$ cat config.mk
export PLATFORM = sky130hd
export DESIGN_NAME = c2d_ram
export DESIGN_NICKNAME = d
export VERILOG_FILES = /design/src/hdl/conv2d_single_channel_stream_top_assert.svh /design/src/hdl/c2d_ram.sv
export SDC_FILE = /design/constraint.sdc
export NUM_CORES = 1
export LEC_CHECK = 0
export ABC_CLOCK_PERIOD_IN_PS = 2500
export BUFFER_PORTS_ARGS = -buffer_cell sky130_fd_sc_hd__buf_2
export CORE_MARGIN = 2
export CORE_UTILIZATION = 40
export DETAILED_ROUTE_END_ITERATION = 10
export SLEW_MARGIN = 0
export SYNTH_ARGS = -nofsm -noshare
export SYNTH_HDL_FRONTEND = slang
export SYNTH_SLANG_ARGS = --single-unit
$ cat constraint.sdc
create_clock -name clk_i -period 2.5 [get_ports clk_i]
set_clock_uncertainty 0.05 [all_clocks]
set_input_delay 0.5 -clock clk_i [delete_from_list [all_inputs] [get_ports clk_i]]
set_output_delay 0.5 -clock clk_i [all_outputs]
set_load 0.02 [all_outputs]
$ cat src/hdl/conv2d_single_channel_stream_top_assert.svh
// Assertion macros for the 2-D convolution stream block.
// Included by the modules that check their own logic; no other dependencies.
`ifndef CONV2D_SINGLE_CHANNEL_STREAM_TOP_ASSERT_SVH
`define CONV2D_SINGLE_CHANNEL_STREAM_TOP_ASSERT_SVH
`ifndef ASSERT_OFF
// checked on every clock edge outside reset
`define C2D_ASSERT(name, prop, msg) \
  name: assert property (@(posedge clk_i) disable iff (!rst_ni) prop) else $error(msg);
// checked on every clock edge, reset included
`define C2D_ASSERT_RST(name, prop, msg) \
  name: assert property (@(posedge clk_i) prop) else $error(msg);
`else
`define C2D_ASSERT(name, prop, msg)
`define C2D_ASSERT_RST(name, prop, msg)
`endif
`endif

$ cat src/hdl/c2d_ram.sv
// Generic single-port-write, single-port-read RAM with registered read data.
// No dependencies.
`timescale 1ns / 1ps
module c2d_ram #(
  parameter int  WIDTH = 16,
  parameter int  DEPTH = 64,
  localparam int AW    = (DEPTH > 1) ? $clog2(DEPTH) : 1
) (
  input  logic             clk_i,
  input  logic             we_i,
  input  logic [AW-1:0]    waddr_i,
  input  logic [WIDTH-1:0] wdata_i,
  input  logic [AW-1:0]    raddr_i,
  output logic [WIDTH-1:0] rdata_o
);

  logic [WIDTH-1:0] mem_q [DEPTH];

  // write port and registered read port
  always_ff @(posedge clk_i) begin
    if (we_i) begin
      mem_q[waddr_i] <= wdata_i;
    end
    rdata_o <= mem_q[raddr_i];
  end

endmodule

======== Word level (Yosys, flattened, before mapping) ========
Memory sizes are Yosys's and may differ from the RTL's. A register that Yosys moved wholly into a read port is not among the register bits.
Index checks and enable logic that the tools add are counted.
word-level totals
  register bits after elaboration ......... 0
  bits in writable memories ............... 1,024
  input port bits ......................... 30
  output and inout port bits .............. 16
  logic and storage cells ................. 3
  memories kept ........................... 1
cells by class
  mux-type cells .......................... 2
memories
  memory  depth  bits a word  rd ports  clocked after Yosys merged registers in  wr ports  line           text
  mem_q   64     16           1         1                                        1         c2d_ram.sv:17  logic [WIDTH-1:0] mem_q [DEPTH];
operators by type and width
  cell               number
  two-way mux 1 bit  2

======== Depth between registers and ports, before layout ========
Gate-level depths: netlist of the first run.
  depth after elaboration ................. 2
  mapped depth ............................ 10
  mapped depth without buffers ............ 5

======== Worst setup path before layout of the first run ========
OpenSTA, ideal clock, no wires.
  path type ............................... input port to flip-flop
  from .................................... input waddr_i[3]
  to ...................................... memory mem_q[48][0] (enable)
  setup time .............................. 0.409 ns
  data arrival time ....................... 2.126 ns
  required time ........................... 2.041 ns
  slack ................................... -0.085 ns
  stages on the path ...................... 4
  buffers on the path ..................... 1
  cells stage by stage .................... clkbuf_1 nor2b_1 nand4b_1 nor3_1
RTL lines
  item         line           text
  from (decl)  c2d_ram.sv:11  input logic [AW-1:0] waddr_i,
  to (decl)    c2d_ram.sv:17
No word-level cell before the write port.

==> impl_metrics.tcl, run 1 <==
set metrics [dict create \
    crit_path_end "rdata_o[9]$_DFF_P_" \
    slew_viol_final 0 \
    synth_top_area_share_pct 76.8 \
    tritoncts_clock_tree "done" \
    routed_wire_length_per_instance_um 28.0 \
    worst-path-buf-inv 2 \
    design.portCount 46 \
    reg2reg_depth 7 \
    ys_types 43 \
    drive_gt1_share_pct 31.7 \
    layout.core_utilization_pct 47.3 \
    power-per-cell-area_nw_per_um2 778 \
    hpwlAfterDp_um 63100 \
    synth-seq-cells 1040 \
    die_area_um2 103000 \
    yosysWarningCount 0 \
    clkLatencyLatePin_ns 0.68 \
    gp_routability_congestion 0.842 \
    cpMostUsedCell "sky130_fd_sc_hd__buf_4" \
    cts-buffers-inserted 105 \
    post-cts-setup-buffer-count 0 \
    clk_root_buffer_cell "sky130_fd_sc_hd__clkbuf_16" \
    worst_ep_arrival_time_ns 2.85 \
    worst_hold_path_type "in2reg" \
    hold_buffers 0 \
    placement.io_buffers 45 \
    cts_num_sinks 1040 \
    critical_path.reg2reg.endpoint "rdata_o[9]$_DFF_P_" \
    grt-ovfl-total 0 \
    max_cap_viol_count 0 \
    cts_buffer_depth 3 \
    core.rowCount 116 \
    remaining_drc_errors 0 \
    synthDominantAreaCellType "sky130_fd_sc_hd__edfxtp_1" \
    max_rail_drop_vdd_uv 538 \
    setup_viol 0 \
    die_height_um 320 \
    critical-path-max-stage-delay_ns 0.57 \
    synthToLayoutAreaGrowth_pct 17.8 \
    die-width_um 320 \
    vias_post_dr 19700 \
    setup.worst_path.start_class "flip-flop" \
    path_delay_family "multiplexers" \
    postSynthNetCount 1859 \
    post_route_antenna_net_violation_count 0 \
    slew_headroom_pct 35.8 \
    synthesis.area_um2 40000 \
    reg2reg_setup_slack_ns 0.14 \
    final_clock_period_utilization_by_the_worst_path_pct 94.4 \
    drt_wl_total_um 98600 \
    cp_num_cells 7 \
    drtPass1Iterations 5 \
    yosys-top-cells-area "sky130_fd_sc_hd__edfxtp_1 77%, sky130_fd_sc_hd__mux4_2 12%, sky130_fd_sc_hd__mux2i_1 2.1%" \
    postSynthCellCount 1829 \
    required_ns 2.99 \
    vias_in_the_first_global_route 20100 \
    yosysSeqAreaShare_pct 77.6 \
    worst_setup_path_end_kind "flip-flop" \
    worst_path_max_delay_cell "sky130_fd_sc_hd__a31oi_1" \
    finish.net_count 2163 \
    tightest_slew_ns 0.962 \
    clkTransAtPathRegs_ns 0.06 \
    total_track_usage_pct 19.4 \
    grt_antenna_before_repair 9 \
    floorplan.core_area_um2 99700 \
    start_util_pct 40.2 \
    grt_pass1_wl_um 143000 \
    fmax_mhz 424 \
    worstPathMaxFanout 1 \
    rsz0062_at_grt "false" \
    cp-startpoint "mem_q[31][9]$_DFFE_PP_" \
    layout_min_cycle_time_ns 2.36 \
    pin_count_of_the_biggest_net_entering_global_routing 65 \
    clock_tree.htree_level_count 3 \
    timing.final.hold_violations 0 \
    crit_path_cell_trace "mux4_2, mux2i_1, buf_4, nand3_1, a31oi_1, buf_4, a311oi_1" \
    worstReg2RegStart "mem_q[31][9]$_DFFE_PP_" \
    crit_type "reg2reg" \
    routed_via_density 5.60 \
    outcome "finished clean" \
    cts-resized-gates 0 \
    finalPower_w 0.0367 \
    detailedRoute.firstIterationViolations 2055 \
    avgSynthCellArea_um2 21.9 \
    power.leakage_nw 15.2 \
]
[cells in the mapped netlist]
library cell / n
sky130_fd_sc_hd__a211o_1: 8
sky130_fd_sc_hd__a211oi_1: 8
sky130_fd_sc_hd__a21oi_1: 17
sky130_fd_sc_hd__a221o_1: 6
sky130_fd_sc_hd__a221oi_1: 16
sky130_fd_sc_hd__a22o_1: 6
sky130_fd_sc_hd__a22oi_1: 39
sky130_fd_sc_hd__a311oi_1: 8
sky130_fd_sc_hd__a31oi_1: 8
sky130_fd_sc_hd__a41oi_1: 5
sky130_fd_sc_hd__and2_1: 2
sky130_fd_sc_hd__and4_1: 5
sky130_fd_sc_hd__buf_1: 3
sky130_fd_sc_hd__buf_12: 5
sky130_fd_sc_hd__buf_2: 36
sky130_fd_sc_hd__buf_4: 13
sky130_fd_sc_hd__buf_6: 17
sky130_fd_sc_hd__buf_8: 3
sky130_fd_sc_hd__clkbuf_1: 24
sky130_fd_sc_hd__clkbuf_2: 2
sky130_fd_sc_hd__clkbuf_4: 1
sky130_fd_sc_hd__dfxtp_1: 16
sky130_fd_sc_hd__edfxtp_1: 1024
sky130_fd_sc_hd__mux2_2: 27
sky130_fd_sc_hd__mux2i_1: 85
sky130_fd_sc_hd__mux4_1: 4
sky130_fd_sc_hd__mux4_2: 220
sky130_fd_sc_hd__nand2_1: 59
sky130_fd_sc_hd__nand2_4: 1
sky130_fd_sc_hd__nand2b_1: 3
sky130_fd_sc_hd__nand3_1: 24
sky130_fd_sc_hd__nand3b_1: 2
sky130_fd_sc_hd__nand4_1: 12
sky130_fd_sc_hd__nand4b_1: 1
sky130_fd_sc_hd__nor2_1: 72
sky130_fd_sc_hd__nor2_2: 2
sky130_fd_sc_hd__nor2b_1: 30
sky130_fd_sc_hd__nor3_1: 2
sky130_fd_sc_hd__nor4_2: 3
sky130_fd_sc_hd__o21ai_0: 5
sky130_fd_sc_hd__o21ai_1: 3
sky130_fd_sc_hd__or3_1: 1
sky130_fd_sc_hd__or3b_2: 1
[per-stage QoR]
step	instance area (um2)	hold WS, ns	setup WS [ns]	TNS, ns	std cells
4_1_cts	47200	0.268	0.254	0	3516
6_report	47200	0.300	0.139	0	3518
5_1_grt	47200	0.301	0.0759	0	3516
3_5_place_dp	43800	0.769	-0.428	-2.99	3324
2_1_floorplan	40100	0.549	-0.00780	-0.744	1829
3_3_place_gp	43800	0.754	-0.425	-2.80	3324
[sequential cells by signal, indices dropped and copies added, names as in the netlist]
register,count
mem_q,1024
rdata_o,16
[worst min path at each step]
stage                      startpoint                      to  slack (ns)  cells past startpoint
2_1_floorplan              wdata_i[0]   mem_q[0][0]$_DFFE_PP_        0.55                      0
3_3_place_gp   mem_q[62][2]$_DFFE_PP_      rdata_o[2]$_DFF_P_        0.75                      5
3_5_place_dp   mem_q[62][2]$_DFFE_PP_      rdata_o[2]$_DFF_P_        0.77                      5
4_1_cts                    raddr_i[4]      rdata_o[8]$_DFF_P_        0.27                      3
5_1_grt                    raddr_i[4]      rdata_o[8]$_DFF_P_        0.30                      3
6_report                   wdata_i[6]  mem_q[53][6]$_DFFE_PP_        0.30                      1
[logic make-up (layout without fill, tap and decap cells)]
logic type,after synthesis,after routing,synth area share [%]
AOI/OAI and AO/OA,129,129,2.41
buffers and inverters,104,493,1.83
DFF,1040,1040,77.6
other,0,2,0
muxes,336,336,15.5
and+or+nand+nor,220,220,2.65
[layer usage]
layer,vias up,global-route usage (%),wire (um)
met1,10600,26.9,41500
met5,-,0,34
met2,692,31.8,47900
met3,152,3.51,6660
met4,6,5.14,2390
li1,8291,-,-
[power breakdown]
group          total, W  switching (W)  leakage, nW  internal, W
Sequential       0.0194      0.0000646         9.35       0.0193
Combinational   0.00209        0.00124         4.26     0.000853
Clock            0.0152        0.00649         1.63      0.00874
Total            0.0367        0.00779         15.2       0.0289
[placed cells by master, fill, tap and decap left out, types with 9 or more instances in the layout]
| cell | netlist | layout |
|---|---|---|
| sky130_fd_sc_hd__nand4_1 | 12 | 12 |
| sky130_fd_sc_hd__nor2_1 | 72 | 72 |
| sky130_fd_sc_hd__a221oi_1 | 16 | 16 |
| sky130_fd_sc_hd__a22oi_1 | 39 | 39 |
| sky130_fd_sc_hd__clkinv_2 | 0 | 18 |
| sky130_fd_sc_hd__clkinv_1 | 0 | 31 |
| sky130_fd_sc_hd__dfxtp_1 | 16 | 16 |
| sky130_fd_sc_hd__mux4_2 | 220 | 220 |
| sky130_fd_sc_hd__buf_2 | 36 | 42 |
| sky130_fd_sc_hd__bufinv_16 | 0 | 9 |
| sky130_fd_sc_hd__mux2i_1 | 85 | 85 |
| sky130_fd_sc_hd__buf_12 | 5 | 57 |
| sky130_fd_sc_hd__a21oi_1 | 17 | 17 |
| sky130_fd_sc_hd__nand3_1 | 24 | 24 |
| sky130_fd_sc_hd__buf_4 | 13 | 199 |
| sky130_fd_sc_hd__edfxtp_1 | 1024 | 1024 |
| sky130_fd_sc_hd__clkbuf_16 | 0 | 107 |
| sky130_fd_sc_hd__nand2_1 | 59 | 59 |
| sky130_fd_sc_hd__nor2b_1 | 30 | 30 |
| sky130_fd_sc_hd__clkbuf_1 | 24 | 16 |
| sky130_fd_sc_hd__mux2_2 | 27 | 27 |
[cell type report]
type	instances	area, um2
well taps	1298	1620
clock buffers	123	2740
multi-input cells	685	8250
flip-flops and latches	1040	31100
diodes	2	5.00
fillers	8047	52500
repair buffers	301	2890
clock inverters	69	602
Power figures use the tool's default switching activity.
==> run 2, diff against run 1 <==
--- a/config.mk
+++ b/config.mk
@@ -9,8 +9,11 @@
 export BUFFER_PORTS_ARGS = -buffer_cell sky130_fd_sc_hd__buf_2
 export CORE_MARGIN = 2
 export CORE_UTILIZATION = 40
+export CTS_BUF_LIST = sky130_fd_sc_hd__clkbuf_8
 export DETAILED_ROUTE_END_ITERATION = 10
+export GPL_TIMING_DRIVEN = 1
 export SLEW_MARGIN = 0
 export SYNTH_ARGS = -nofsm -noshare
 export SYNTH_HDL_FRONTEND = slang
 export SYNTH_SLANG_ARGS = --single-unit
+export TNS_END_PERCENT = 30
==> impl_metrics.tcl, run 2 (same netlist as run 1, synthesis figures left out) <==
set metrics [dict create \
    total_track_usage_pct 19.6 \
    grt_pass1_wl_um 144000 \
    layout.core_utilization_pct 46.9 \
    grt-ovfl-total 0 \
    cts-resized-gates 0 \
    post-cts-setup-buffer-count 0 \
    drtPass1Iterations 5 \
    start_util_pct 40.2 \
    worst_path_max_delay_cell "sky130_fd_sc_hd__a31oi_1" \
    slew_viol_final 0 \
    max_reg_flops 1024 \
    clkLatencyLatePin_ns 0.84 \
    commonest_cells_after_routing_fill_and_taps_aside "1024 x sky130_fd_sc_hd__edfxtp_1, 220 x sky130_fd_sc_hd__mux4_2, 199 x sky130_fd_sc_hd__buf_4, 167 x sky130_fd_sc_hd__clkbuf_8, 85 x sky130_fd_sc_hd__mux2i_1" \
    required_ns 3.14 \
    worstReg2RegStart "mem_q[16][9]$_DFFE_PP_" \
    die_height_um 320 \
    globalRouteMet2Util_pct 31.7 \
    stdcell_count 3621 \
    design.portCount 46 \
    placement.io_buffers 45 \
    largest_register "mem_q" \
    setup_viol 0 \
    worst_hold_path_type "in2reg" \
    cts-buffers-inserted 164 \
    cts_buffer_depth 3 \
    remaining_drc_errors 0 \
    pin_count_of_the_biggest_net_entering_global_routing 65 \
    vias_in_the_first_global_route 20800 \
    finish.net_count 2222 \
    setup.worst_path.start_class "flip-flop" \
    tritoncts_clock_tree "done" \
    tightest_slew_ns 0.958 \
    place.detailed.instances 3324 \
    outcome "finished clean" \
    fmax_mhz 427 \
    max_cap_viol_count 0 \
    final_clock_period_utilization_by_the_worst_path_pct 93.8 \
    timing.hold.worst_path_depth 1 \
    drt_wl_total_um 99300 \
    max_rail_drop_vdd_uv 374 \
    worst_ep_arrival_time_ns 2.99 \
    min-delay-start "wdata_i[6]" \
    power-per-cell-area_nw_per_um2 738 \
    largest_registers "mem_q (1024), rdata_o (16)" \
    rsz0062_at_grt "false" \
    hpwlAfterDp_um 63100 \
    busiest_layer "met2" \
    drive_gt1_share_pct 32.3 \
    cp-startpoint "mem_q[16][9]$_DFFE_PP_" \
    worstPathMaxFanout 1 \
    die-width_um 320 \
    critical-path-max-stage-delay_ns 0.61 \
    layout.area.seq_um2 31100 \
    routed_wire_length_per_instance_um 27.4 \
    worst_setup_path_end_kind "flip-flop" \
    floorplan.core_area_um2 99700 \
    grt_antenna_before_repair 10 \
    clk_root_buffer_cell "sky130_fd_sc_hd__clkbuf_8" \
    clock_tree.htree_level_count 4 \
    gp_routability_congestion 0.842 \
    synthToLayoutAreaGrowth_pct 16.8 \
    nFillCells 8186 \
    die_area_um2 103000 \
    vias_post_dr 20000 \
    multi_input_comb_area_um2 8250 \
    crit_path_cell_trace "mux4_2, mux2i_1, buf_4, a22oi_1, a31oi_1, buf_4, a311oi_1" \
    power.leakage_nw 15.3 \
    gr_util_met1_pct 26.5 \
    globalRouteMet3Util_pct 4.32 \
    cts_num_sinks 1040 \
    reg2reg_depth 7 \
    hold_buffers 0 \
    routed_via_density 5.52 \
    layout_min_cycle_time_ns 2.34 \
    core.rowCount 116 \
    timing.final.hold_violations 0 \
    slew_headroom_pct 36.2 \
    cpMostUsedCell "sky130_fd_sc_hd__buf_4" \
    post_route_antenna_net_violation_count 0 \
    crit_type "reg2reg" \
    layout.cells.most_common "sky130_fd_sc_hd__edfxtp_1" \
    detailedRoute.firstIterationViolations 2035 \
    clkTransAtPathRegs_ns 0.06 \
]
run 2: layout make-up:
type / count / area share (%)
repair buffers: 301 / 6.17
diodes: 8 / 0.0428
multi-input cells: 685 / 17.6
clock inverters: 123 / 1.39
flip-flops and latches: 1040 / 66.4
well taps: 1298 / 3.47
clock buffers: 166 / 4.88
run 2: report_power, final:
part | switching (W) | leakage, nW | internal, W | total [W]
sequential | 0.0000648 | 9.35 | 0.0193 | 0.0194
clock | 0.00660 | 1.71 | 0.00645 | 0.0130
combinational | 0.00123 | 4.26 | 0.000853 | 0.00209
run 2: path summary, 6_finish.rpt:
kind / endpoint / slack (ns)
setup reg to reg: rdata_o[9]$_DFF_P_ / 0.16
hold reg to reg: rdata_o[2]$_DFF_P_ / 0.78
setup / recovery: rdata_o[9]$_DFF_P_ / 0.16
hold / removal: mem_q[52][6]$_DFFE_PP_ / 0.16
run 2: through the flow:
stage / area [um2] / setup slack, ns / power, W / hold WS, ns / setup TNS [ns]
global route: 46800 / 0.0664 / 0.0357 / 0.138 / 0
global placement: 43800 / -0.425 / 0.0218 / 0.754 / -2.80
floorplan: 40100 / -0.00780 / 0.0207 / 0.549 / -0.744
finish: 46800 / 0.156 / 0.0345 / 0.164 / 0
detailed placement: 43800 / -0.428 / 0.0218 / 0.769 / -2.99
CTS: 46800 / 0.247 / 0.0348 / 0.103 / 0
run 2: metal layers:
metal  vias to the layer above  routed length, um
met2                       710              48200
met5                         -                 45
met3                       167               7350
li1                       8449                  -
met1                     10600              41100
met4                         8               2590
run 2: worst max-delay path: cells and delay by family, from the launching register on:
family                 cells  cell delay, ns
AOI/OAI and AO/OA          3            0.78
buffers and inverters      2            0.38
DFF                        1            0.37
muxes                      2            0.61
