### src/hdl/conv2d_single_channel_stream_top_assert.svh
// Assertion macros for the 2-D convolution stream block.
// Included by the modules that check their own logic; no other dependencies.
`ifndef CONV2D_SINGLE_CHANNEL_STREAM_TOP_ASSERT_SVH
`define CONV2D_SINGLE_CHANNEL_STREAM_TOP_ASSERT_SVH
`ifndef ASSERT_OFF
// checked on every clock edge outside reset
`define C2D_ASSERT(name, prop, msg) \
  name: assert property (@(posedge clk_i) disable iff (!rst_ni) prop) else $error(msg);
// checked on every clock edge, reset included
`define C2D_ASSERT_RST(name, prop, msg) \
  name: assert property (@(posedge clk_i) prop) else $error(msg);
`else
`define C2D_ASSERT(name, prop, msg)
`define C2D_ASSERT_RST(name, prop, msg)
`endif
`endif

### src/hdl/c2d_pkg.sv
// Shared types and constants for the 2-D convolution stream block.
// No dependencies.
`timescale 1ns / 1ps
package c2d_pkg;

  localparam int CFG_IDX_W  = 3;
  localparam int CFG_DATA_W = 11;
  localparam int KDIM_W     = 5;   // kernel dimension, clamped to the kernel store size
  localparam int RES_W      = 40;
  localparam int IDX_W      = 10;

  localparam logic OP_TAP    = 1'b0;
  localparam logic OP_SAMPLE = 1'b1;

  typedef enum logic [CFG_IDX_W-1:0] {
    CFG_IMG_H    = 3'd0,
    CFG_IMG_W    = 3'd1,
    CFG_KER_H    = 3'd2,
    CFG_KER_W    = 3'd3,
    CFG_PAD_MODE = 3'd4,
    CFG_PAD_SIZE = 3'd5,
    CFG_STRIDE   = 3'd6
  } cfg_idx_e;

  typedef enum logic [1:0] {
    PAD_VALID  = 2'd0,
    PAD_SAME   = 2'd1,
    PAD_CUSTOM = 2'd2
  } pad_mode_e;

  typedef enum logic [1:0] {
    ST_IDLE,
    ST_LINE,
    ST_MAC
  } state_e;

  typedef struct packed {
    logic              start;
    logic [KDIM_W-1:0] kh;
    logic [KDIM_W-1:0] kw;
  } mac_ctrl_t;

endpackage

### src/hdl/c2d_ram.sv
// Generic single-port-write, single-port-read RAM with registered read data.
// No dependencies.
`timescale 1ns / 1ps
module c2d_ram #(
  parameter int  WIDTH = 16,
  parameter int  DEPTH = 64,
  localparam int AW    = (DEPTH > 1) ? $clog2(DEPTH) : 1
) (
  input  logic             clk_i,
  input  logic             we_i,
  input  logic [AW-1:0]    waddr_i,
  input  logic [WIDTH-1:0] wdata_i,
  input  logic [AW-1:0]    raddr_i,
  output logic [WIDTH-1:0] rdata_o
);

  logic [WIDTH-1:0] mem_q [DEPTH];

  // write port and registered read port
  always_ff @(posedge clk_i) begin
    if (we_i) begin
      mem_q[waddr_i] <= wdata_i;
    end
    rdata_o <= mem_q[raddr_i];
  end

endmodule

### src/hdl/c2d_mac.sv
// Kernel store, window column ring and shared multiply-accumulate sequencer.
// Depends on c2d_pkg and c2d_ram.
`timescale 1ns / 1ps
module c2d_mac
  import c2d_pkg::*;
#(
  parameter int  MK = 8,
  parameter int  SB = 16,
  localparam int KD = MK * MK,
  localparam int KA = (KD > 1) ? $clog2(KD) : 1,
  localparam int RA = (MK > 1) ? $clog2(MK) : 1
) (
  input  logic             clk_i,
  input  logic             rst_ni,
  input  logic             tap_we_i,
  input  logic [KA-1:0]    tap_addr_i,
  input  logic [SB-1:0]    tap_data_i,
  input  logic             ring_we_i,
  input  logic [MK*SB-1:0] ring_data_i,
  input  mac_ctrl_t        ctrl_i,
  output logic             busy_o,
  output logic [RES_W-1:0] acc_o
);

  logic [KD-1:0]     kvld_q;
  logic [MK-1:0]     rvld_q;
  logic [RA-1:0]     wp_q, cur_q, wp_nx;
  logic              run_q, p1_q, p2_q;
  logic [KDIM_W-1:0] i_q, j_q, kh_q, kw_q, elem_q;
  logic              kv_q, rv_q;
  logic [KA-1:0]     kaddr;
  logic [RA+1:0]     rsum;
  logic [RA-1:0]     raddr;
  logic [SB-1:0]     kern_rd;
  logic [MK*SB-1:0]  ring_rd;
  logic signed [SB-1:0]    k_op, w_op;
  logic signed [2*SB-1:0]  prod_q;
  logic [RES_W-1:0]  acc_q;

  // kernel tap for step (i, j); window column of age kw-1-j in the ring
  assign kaddr = KA'(32'(i_q) * MK + 32'(j_q));
  assign rsum  = (RA+2)'(cur_q) + (RA+2)'(MK) + (RA+2)'(j_q) + (RA+2)'(1) - (RA+2)'(kw_q);
  assign raddr = (rsum >= (RA+2)'(MK)) ? RA'(rsum - (RA+2)'(MK)) : RA'(rsum);
  assign wp_nx = (wp_q == RA'(MK - 1)) ? '0 : wp_q + 1'b1;

  c2d_ram #(.WIDTH(SB), .DEPTH(KD)) u_kernel (
    .clk_i   (clk_i),
    .we_i    (tap_we_i),
    .waddr_i (tap_addr_i),
    .wdata_i (tap_data_i),
    .raddr_i (kaddr),
    .rdata_o (kern_rd)
  );

  c2d_ram #(.WIDTH(MK*SB), .DEPTH(MK)) u_ring (
    .clk_i   (clk_i),
    .we_i    (ring_we_i),
    .waddr_i (wp_q),
    .wdata_i (ring_data_i),
    .raddr_i (raddr),
    .rdata_o (ring_rd)
  );

  // valid bits stand in for the zero reset of both stores
  always_ff @(posedge clk_i or negedge rst_ni) begin
    if (!rst_ni) begin
      kvld_q <= '0;
      rvld_q <= '0;
      wp_q   <= '0;
      cur_q  <= '0;
    end else begin
      if (tap_we_i) begin
        kvld_q[tap_addr_i] <= 1'b1;
      end
      if (ring_we_i) begin
        rvld_q[wp_q] <= 1'b1;
        cur_q        <= wp_q;
        wp_q         <= wp_nx;
      end
    end
  end

  // step sequencer and pipeline flags
  always_ff @(posedge clk_i or negedge rst_ni) begin
    if (!rst_ni) begin
      run_q <= 1'b0;
      p1_q  <= 1'b0;
      p2_q  <= 1'b0;
      i_q   <= '0;
      j_q   <= '0;
      kh_q  <= KDIM_W'(1);
      kw_q  <= KDIM_W'(1);
    end else begin
      p1_q <= run_q;
      p2_q <= p1_q;
      if (ctrl_i.start) begin
        run_q <= 1'b1;
        i_q   <= '0;
        j_q   <= '0;
        kh_q  <= ctrl_i.kh;
        kw_q  <= ctrl_i.kw;
      end else if (run_q) begin
        if (j_q == kw_q - 1'b1) begin
          j_q <= '0;
          if (i_q == kh_q - 1'b1) begin
            run_q <= 1'b0;
          end else begin
            i_q <= i_q + 1'b1;
          end
        end else begin
          j_q <= j_q + 1'b1;
        end
      end
    end
  end

  // operand select once read data is back
  assign k_op = kv_q ? $signed(kern_rd) : '0;
  assign w_op = rv_q ? $signed(ring_rd[elem_q*SB +: SB]) : '0;

  // read tags, product and accumulator
  always_ff @(posedge clk_i) begin
    kv_q   <= kvld_q[kaddr];
    rv_q   <= rvld_q[raddr];
    elem_q <= kh_q - 1'b1 - i_q;
    prod_q <= k_op * w_op;
    if (ctrl_i.start) begin
      acc_q <= '0;
    end else if (p2_q) begin
      acc_q <= acc_q + RES_W'(prod_q);
    end
  end

  assign busy_o = run_q | p1_q | p2_q;
  assign acc_o  = acc_q;

endmodule

### config.mk
export PLATFORM = sky130hd
export DESIGN_NAME = c2d_mac
export DESIGN_NICKNAME = d
export VERILOG_FILES = /design/src/hdl/conv2d_single_channel_stream_top_assert.svh /design/src/hdl/c2d_pkg.sv /design/src/hdl/c2d_ram.sv /design/src/hdl/c2d_mac.sv
export SDC_FILE = /design/constraint.sdc
export NUM_CORES = 2
export LEC_CHECK = 0
export BUFFER_PORTS_ARGS = -buffer_cell sky130_fd_sc_hd__buf_2
export CORE_MARGIN = 2
export CORE_UTILIZATION = 30
export DETAILED_ROUTE_END_ITERATION = 8
export PLACE_DENSITY = 0.46
export REMOVE_ABC_BUFFERS = 1
export SYNTH_ARGS = -nofsm -noshare
export SYNTH_HDL_FRONTEND = slang
export SYNTH_SLANG_ARGS = --single-unit
### constraint.sdc
create_clock -name clk_i -period 14.9 [get_ports clk_i]
set_input_delay 2.235 -clock clk_i [delete_from_list [all_inputs] [get_ports clk_i]]
set_output_delay 2.235 -clock clk_i [all_outputs]
set_load 0.005 [all_outputs]
## Word-level counts from Yosys, hierarchy flattened

Memories as Yosys holds them, arrays and structs flattened. A register that Yosys moved wholly into a read port is not among the register bits.
Cells that the tools add are included.

| storage, ports and cells | value |
|---|---|
| register bits | 180 |
| bits in writable memories | 2048 |
| output and inout bits | 41 |
| memories | 2 |

| operators by class | value |
|---|---|
| $add $sub $neg | 13 |
| multipliers | 1 |
| order comparisons | 7 |
| eq/ne operators | 4 |
| shift-type cells | 1 |
| mux-type cells | 27 |
| bitwise logic cells | 4 |
| reduce and logical (&&, ||, !) cells | 5 |

Memory list:

| memory | depth | bits a word | rd ports | clocked after Yosys merged registers in | write ports | line | RTL |
|---|---|---|---|---|---|---|---|
| u_kernel.mem_q | 64 | 16 | 1 | 1 | 1 | c2d_ram.sv:17 | `logic [WIDTH-1:0] mem_q [DEPTH];` |
| u_ring.mem_q | 8 | 128 | 1 | 1 | 1 | c2d_ram.sv:17 |  |

Operators by type and width:

| kind | count |
|---|---|
| $shiftx 128x10->16 | 1 |
| $or 64x64->64 | 1 |
| $add 40x40->40 | 1 |
| $mux 5 | 7 |
| $mul 16x16->32 | 1 |
| $mux 16 | 2 |
| $add 5x1->5 const B | 3 |
| $lt 6x7->1 const B | 2 |
| $mux 1 | 12 |
| $eq 5x5->1 | 2 |
| $sub 5x1->5 const B | 2 |
| $sub 5x5->5 | 2 |
| $lt 3x4->1 const B | 2 |
| $or 8x8->8 | 1 |
| $add 6x5->6 | 1 |
| $bmux 1 s6 | 1 |
| $demux 1 s6 | 1 |
| $ge 6x1->1 const B | 1 |
| $mux 3 | 2 |
| $add 3x4->5 const B | 1 |
| $add 5x5->5 | 1 |
| $ge 5x4->1 const B | 1 |
| $reduce_bool 2->1 | 2 |
| $add 3x1->3 const B | 1 |
| other kinds (9) | 11 |

## Depth between registers and ports, before layout

| depth | value |
|---|---|
| word-level depth | 8 |
| gate-level depth with buffers | 29 |

## Cells and area by module

A second synthesis with hierarchy kept.

| second synthesis, totals | value |
|---|---|
| cell total of the unflattened synthesis | 5524 |
| area total of the unflattened synthesis | 101551.1 sq um |

Modules (own cells, without submodules):

| module | times used | cells each | area an instance (sq um) |
|---|---|---|---|
| c2d_ram (u_ring) | 1 | 1620 | 41554.9 |
| c2d_ram (u_kernel) | 1 | 1829 | 40042.2 |
| c2d_mac | 1 | 2075 | 19954.1 |

## Least setup slack after synthesis

OpenSTA, ideal clock, no wires.

| path | value |
|---|---|
| path type | input to register |
| start point | input ring_we_i |
| end point | register rvld_q[2] |
| setup time | 0.120 ns |
| arrival time | 12.158 ns |
| data required time | 14.780 ns |
| setup slack | 2.622 ns |
| cell stages on the path | 4 |
| cells stage by stage | clkbuf_1 -> nand2_1 -> nor3_1 -> or2_2 |

RTL lines:

| element | line | RTL |
|---|---|---|
| from (decl) | c2d_mac.sv:18 | `input logic ring_we_i,` |
| to (signal assigned) | c2d_mac.sv:68 | `rvld_q <= '0;` |
| to (signal, indexed assignment) | c2d_mac.sv:76 | `rvld_q[wp_q] <= 1'b1;` |
| to (decl) | c2d_mac.sv:26 | `logic [MK-1:0] rvld_q;` |

## Worst setup path after layout

| path | value |
|---|---|
| start point | register elem_q[0] |
| end point | register prod_q[30] |

| on the way | value |
|---|---|
| word-level cells in the longest chain between the ends | 3 |

RTL lines:

| element | line | RTL |
|---|---|---|
| from (decl) | c2d_mac.sv:29 | `logic [KDIM_W-1:0] i_q, j_q, kh_q, kw_q, elem_q;` |
| from (signal assigned) | c2d_mac.sv:125 | `elem_q <= kh_q - 1'b1 - i_q;` |
| $shiftx 128x10->16 | c2d_mac.sv:119 | `assign w_op = rv_q ? $signed(ring_rd[elem_q*SB +: SB]) : '0;` |
| $mux 16 | c2d_mac.sv:119 |  |
| $mul 16x16->32 | c2d_mac.sv:126 | `prod_q <= k_op * w_op;` |
| to (signal assigned) | c2d_mac.sv:126 |  |
| to (decl) | c2d_mac.sv:37 | `logic signed [2*SB-1:0] prod_q;` |

No other way between the ends.
A chain may end at the register's enable or synchronous reset.

==> out/metrics.csv <==
stage,metric,value,unit
sta,finalCritPeriodShare,0.560,
synthesis,synthArstFlopShare,0.0426,
synthesis,synth.distinct_cells,74,
grt,grt_use_total,0.152,
routing,routed_via_density,4.80,
routing,via_count,48800,
place,dp_hpwl,152000,um
sta,final.setup_skew,0.0766,ns
clock_tree,cts_resized,0,
sta,setup_viol,0,
floorplanning,die_w,581,um
setup_path,endpoint_kind,register,
sta,relSlewSlack,0.155,
routing,drc,0,
setup_path,cpMaxStageDelayCell,dfxtp_4,
grt,grt_pass1_wl,375000,um
setup_path,worstPathRequired,15.66,ns
synthesis,synth-edff-count,2048,
setup_path,path_delay_family,adder cells,
min_path,worst_hold_path_type,reg -> reg,
power,leakagePower,39.2,nW
synthesis,synth_area_leaders,"edfxtp_1 (62%), mux4_2 (15%), fa_1 (5.4%)",
clock_tree,path_clk_slew,0.06,ns
clock_tree,cts_tree,yes,
power,pwr-share-comb,0.334,
setup_path,worst_path_most_repeated_cell,fa_1,
floorplanning,die-height,581,um
power,seq_power_share,0.375,
place,gp_congestion,0.829,
place,dp.cells,9631,
final_layout,fin_nets,6108,
power,clkPwrFrac,0.291,
power,internal_power,0.0154,W
clock_tree,clockRootBuffer,clkbuf_16,
clock_tree,cts_num_sinks,2372,
routing,drtPass1Iterations,7,
synthesis,ys_warn_count,0,
routing,totalWireLength,258000,um
grt,grt_max_degree,133,
floorplanning,start_util,0.302,
floorplanning,fp.coreArea,331000,um^2
power,p_sw_frac,0.318,
setup_path,cp_max_fo,32,
sta,hold_viol_final,0,
routing,wl_per_cell,25.4,um
sta,tightest_slew,1.27,ns
routing,drtIter0Drc,3800,
setup_path,slowest_delay,0.98,ns
synthesis,yosysSeqAreaShare,0.686,
synthesis,ys_top_cells_by_count,"edfxtp_1 (2,048), mux4_2 (647), inv_1 (316)",
clock_tree,insertion_delay,0.91,ns
place,io_buffers,205,
clock_tree,clockBufferDepth,4,
synthesis,synth_seq_cells,2372,
sta,slew_viol_final,0,
sta,fin_tns_setup,0,ns
sta,period_minus_slack,8.34,ns
setup_path,cp.arrival,9.11,ns
floorplanning,dieArea,337000,um^2
floorplanning,ios,206,
floorplanning,placementRows,211,
grt,antenna_found_initial,85,
grt,globalRoute.totalOverflow,0,
final_layout,drive_above_1_share,0.287,
job,maxCapViolations,0,
synthesis,synth.most_common_cell,edfxtp_1,
synthesis,synth_top_area_cell,edfxtp_1,
power,power_density,196,nW/um^2
power,p_sw,0.00718,W
sta,hold-worst-slack,0.375,ns
run_status,status,"finished, final reports clean",
synthesis,synth_top_area_frac,0.616,
setup_path,timing_worst_setup_path_type,reg -> reg,
clock_tree,post-cts-setup-buffers,0,
synthesis,synth_top_flop_cell,edfxtp_1,
power,vdd_drop_max,0.276,mV
clock_tree,cts_made_buffers,274,
final_layout,syn_to_final_growth,15.6,%
setup_path,startpoint_type,register,
final_layout,fillCellCount,31000,
final_layout,stdcell_count,10200,
synthesis,syn_area,99800,um^2
routing,ant_nets,0,
synthesis,synthCells,5183,
clock_tree,cts_hold_buf,0,
grt,grt_pass1_vias,52200,
setup_path,crit_path_cell_trace,"mux4_2, mux2_2, nand2_1, nor2_1, fa_1, fa_1, ha_1, inv_1, fa_1, inv_1, fa_1, inv_1, fa_1, inv_1, ha_1, a2111oi_0, o21ai_0, a41oi_1, o21bai_1, a21oi_1, o21ai_0, a41oi_1, a21oi_1, xor2_1",
clock_tree,h-tree-depth,5,
sta,rsz0062_at_grt,no,
final_layout,final_core_util,0.349,
synthesis,syn_avg_cell_area,19.3,um^2
setup_path,cp_num_buf_inv,4,
sta,fmax,120,MHz
cell families after synthesis:
logic type	share of synthesized area
AOI/OAI and AO/OA	0.0162
xor gates and xnor gates	0.00772
adders and majority gates	0.0705
buffers and inverters	0.0219
DFF	0.686
muxes	0.166
and+or+nand+nor	0.0320
cell usage in the layout, fill, tap and decap left out, types with 8 or more instances in the layout:
cell,n
dfxtp_1,219
edfxtp_1,2048
nand4_1,26
mux2i_1,24
mux2_2,152
or2_2,75
inv_6,10
o21ai_0,54
a211oi_1,11
clkbuf_8,24
buf_12,9
fa_1,267
xor2_1,28
buf_4,105
bufinv_16,16
nand2b_1,12
nor2_2,20
and2_1,15
o21bai_1,13
ha_1,133
nor3_1,35
inv_1,316
a21o_1,20
nand3_1,47
clkinvlp_4,8
nor2_1,252
a21oi_1,81
nor2_4,18
nand2_1,161
clkbuf_1,65
clkbuf_16,278
xnor2_1,57
mux4_2,647
diode_2,30
dfrtp_1,95
buf_2,203
clkinv_1,43
clkinv_2,40
metrics by stage:
stage / total power (W) / area, um^2 / setup slack [ns]
6_report: 0.0226 / 115000 / 6.56
5_1_grt: 0.0238 / 115000 / 5.86
4_1_cts: 0.0230 / 115000 / 6.35
3_5_place_dp: 0.0163 / 107000 / 6.35
3_3_place_gp: 0.0163 / 107000 / 6.51
2_1_floorplan: 0.0153 / 98800 / -26.29
sequential cells by signal, indices dropped and copies added (netlist names), 5 cells and up:
signal            flops
j_q                   5
kvld_q               64
kw_q                  5
kh_q                  5
i_q                   5
acc_o                40
u_kernel.rdata_o     16
u_kernel.mem_q     1024
elem_q                5
u_ring.mem_q       1024
u_ring.rdata_o      128
prod_q               32
rvld_q                8
power by group through the flow:
stage | Combinational (W) | Clock [W] | Sequential [W]
3_5_place_dp | 0.00773 | 0 | 0.00862
4_1_cts | 0.00777 | 0.00676 | 0.00848
6_report | 0.00754 | 0.00657 | 0.00847
5_1_grt | 0.00827 | 0.00701 | 0.00854
3_3_place_gp | 0.00774 | 0 | 0.00860
2_1_floorplan | 0.00669 | 0 | 0.00857
per-layer routing:
metal  vias to the layer above  part of all wire  GRT usage
li1                      21000                 -          -
met1                     26200              0.43      0.205
met2                      1177              0.49      0.255
met3                       395             0.056     0.0286
met4                        22             0.022     0.0349
met5                         -           0.00052          0
worst paths after layout:
kind,from,slack [ns],end,cells after the start
max in group asynchronous,rst_ni,12.08,j_q[0]$_DFFE_PN0P_,2
worst max register to register,elem_q[0]$_DFF_P_,6.56,prod_q[30]$_DFF_P_,24
worst min-delay path,p1_q$_DFF_PN0_,0.38,p2_q$_DFF_PN0_,0
worst min register to register,p1_q$_DFF_PN0_,0.38,p2_q$_DFF_PN0_,0
min in group asynchronous,rst_ni,1.36,kvld_q[39]$_DFFE_PN0P_,1
worst max-delay path,elem_q[0]$_DFF_P_,6.56,prod_q[30]$_DFF_P_,24
final cells by class:
cell class / instances / area (um^2) / area share
diodes: 30 / 75.1 / 0.000650
clock buffers: 367 / 7530 / 0.0652
clock inverters: 130 / 1270 / 0.0110
inverters: 316 / 1190 / 0.0103
multi-input cells: 2260 / 29400 / 0.255
flip-flops and latches: 2372 / 68500 / 0.594
well taps: 4366 / 5460 / 0.0473
repair buffers: 317 / 1980 / 0.0172
worst register-to-register path, stage by stage, from the launching register on:
cell	delay [ns]
dfxtp_4	0.98
mux4_2	0.62
mux2_2	0.41
nand2_1	0.53
nor2_1	0.13
fa_1	0.48
fa_1	0.51
ha_1	0.14
inv_1	0.05
fa_1	0.47
inv_1	0.05
fa_1	0.53
inv_1	0.05
fa_1	0.48
inv_1	0.06
ha_1	0.34
a2111oi_0	0.42
o21ai_0	0.29
a41oi_1	0.29
o21bai_1	0.15
a21oi_1	0.33
o21ai_0	0.29
a41oi_1	0.36
a21oi_1	0.12
xor2_1	0.15
No activity file was read; power rests on OpenSTA's default activity.
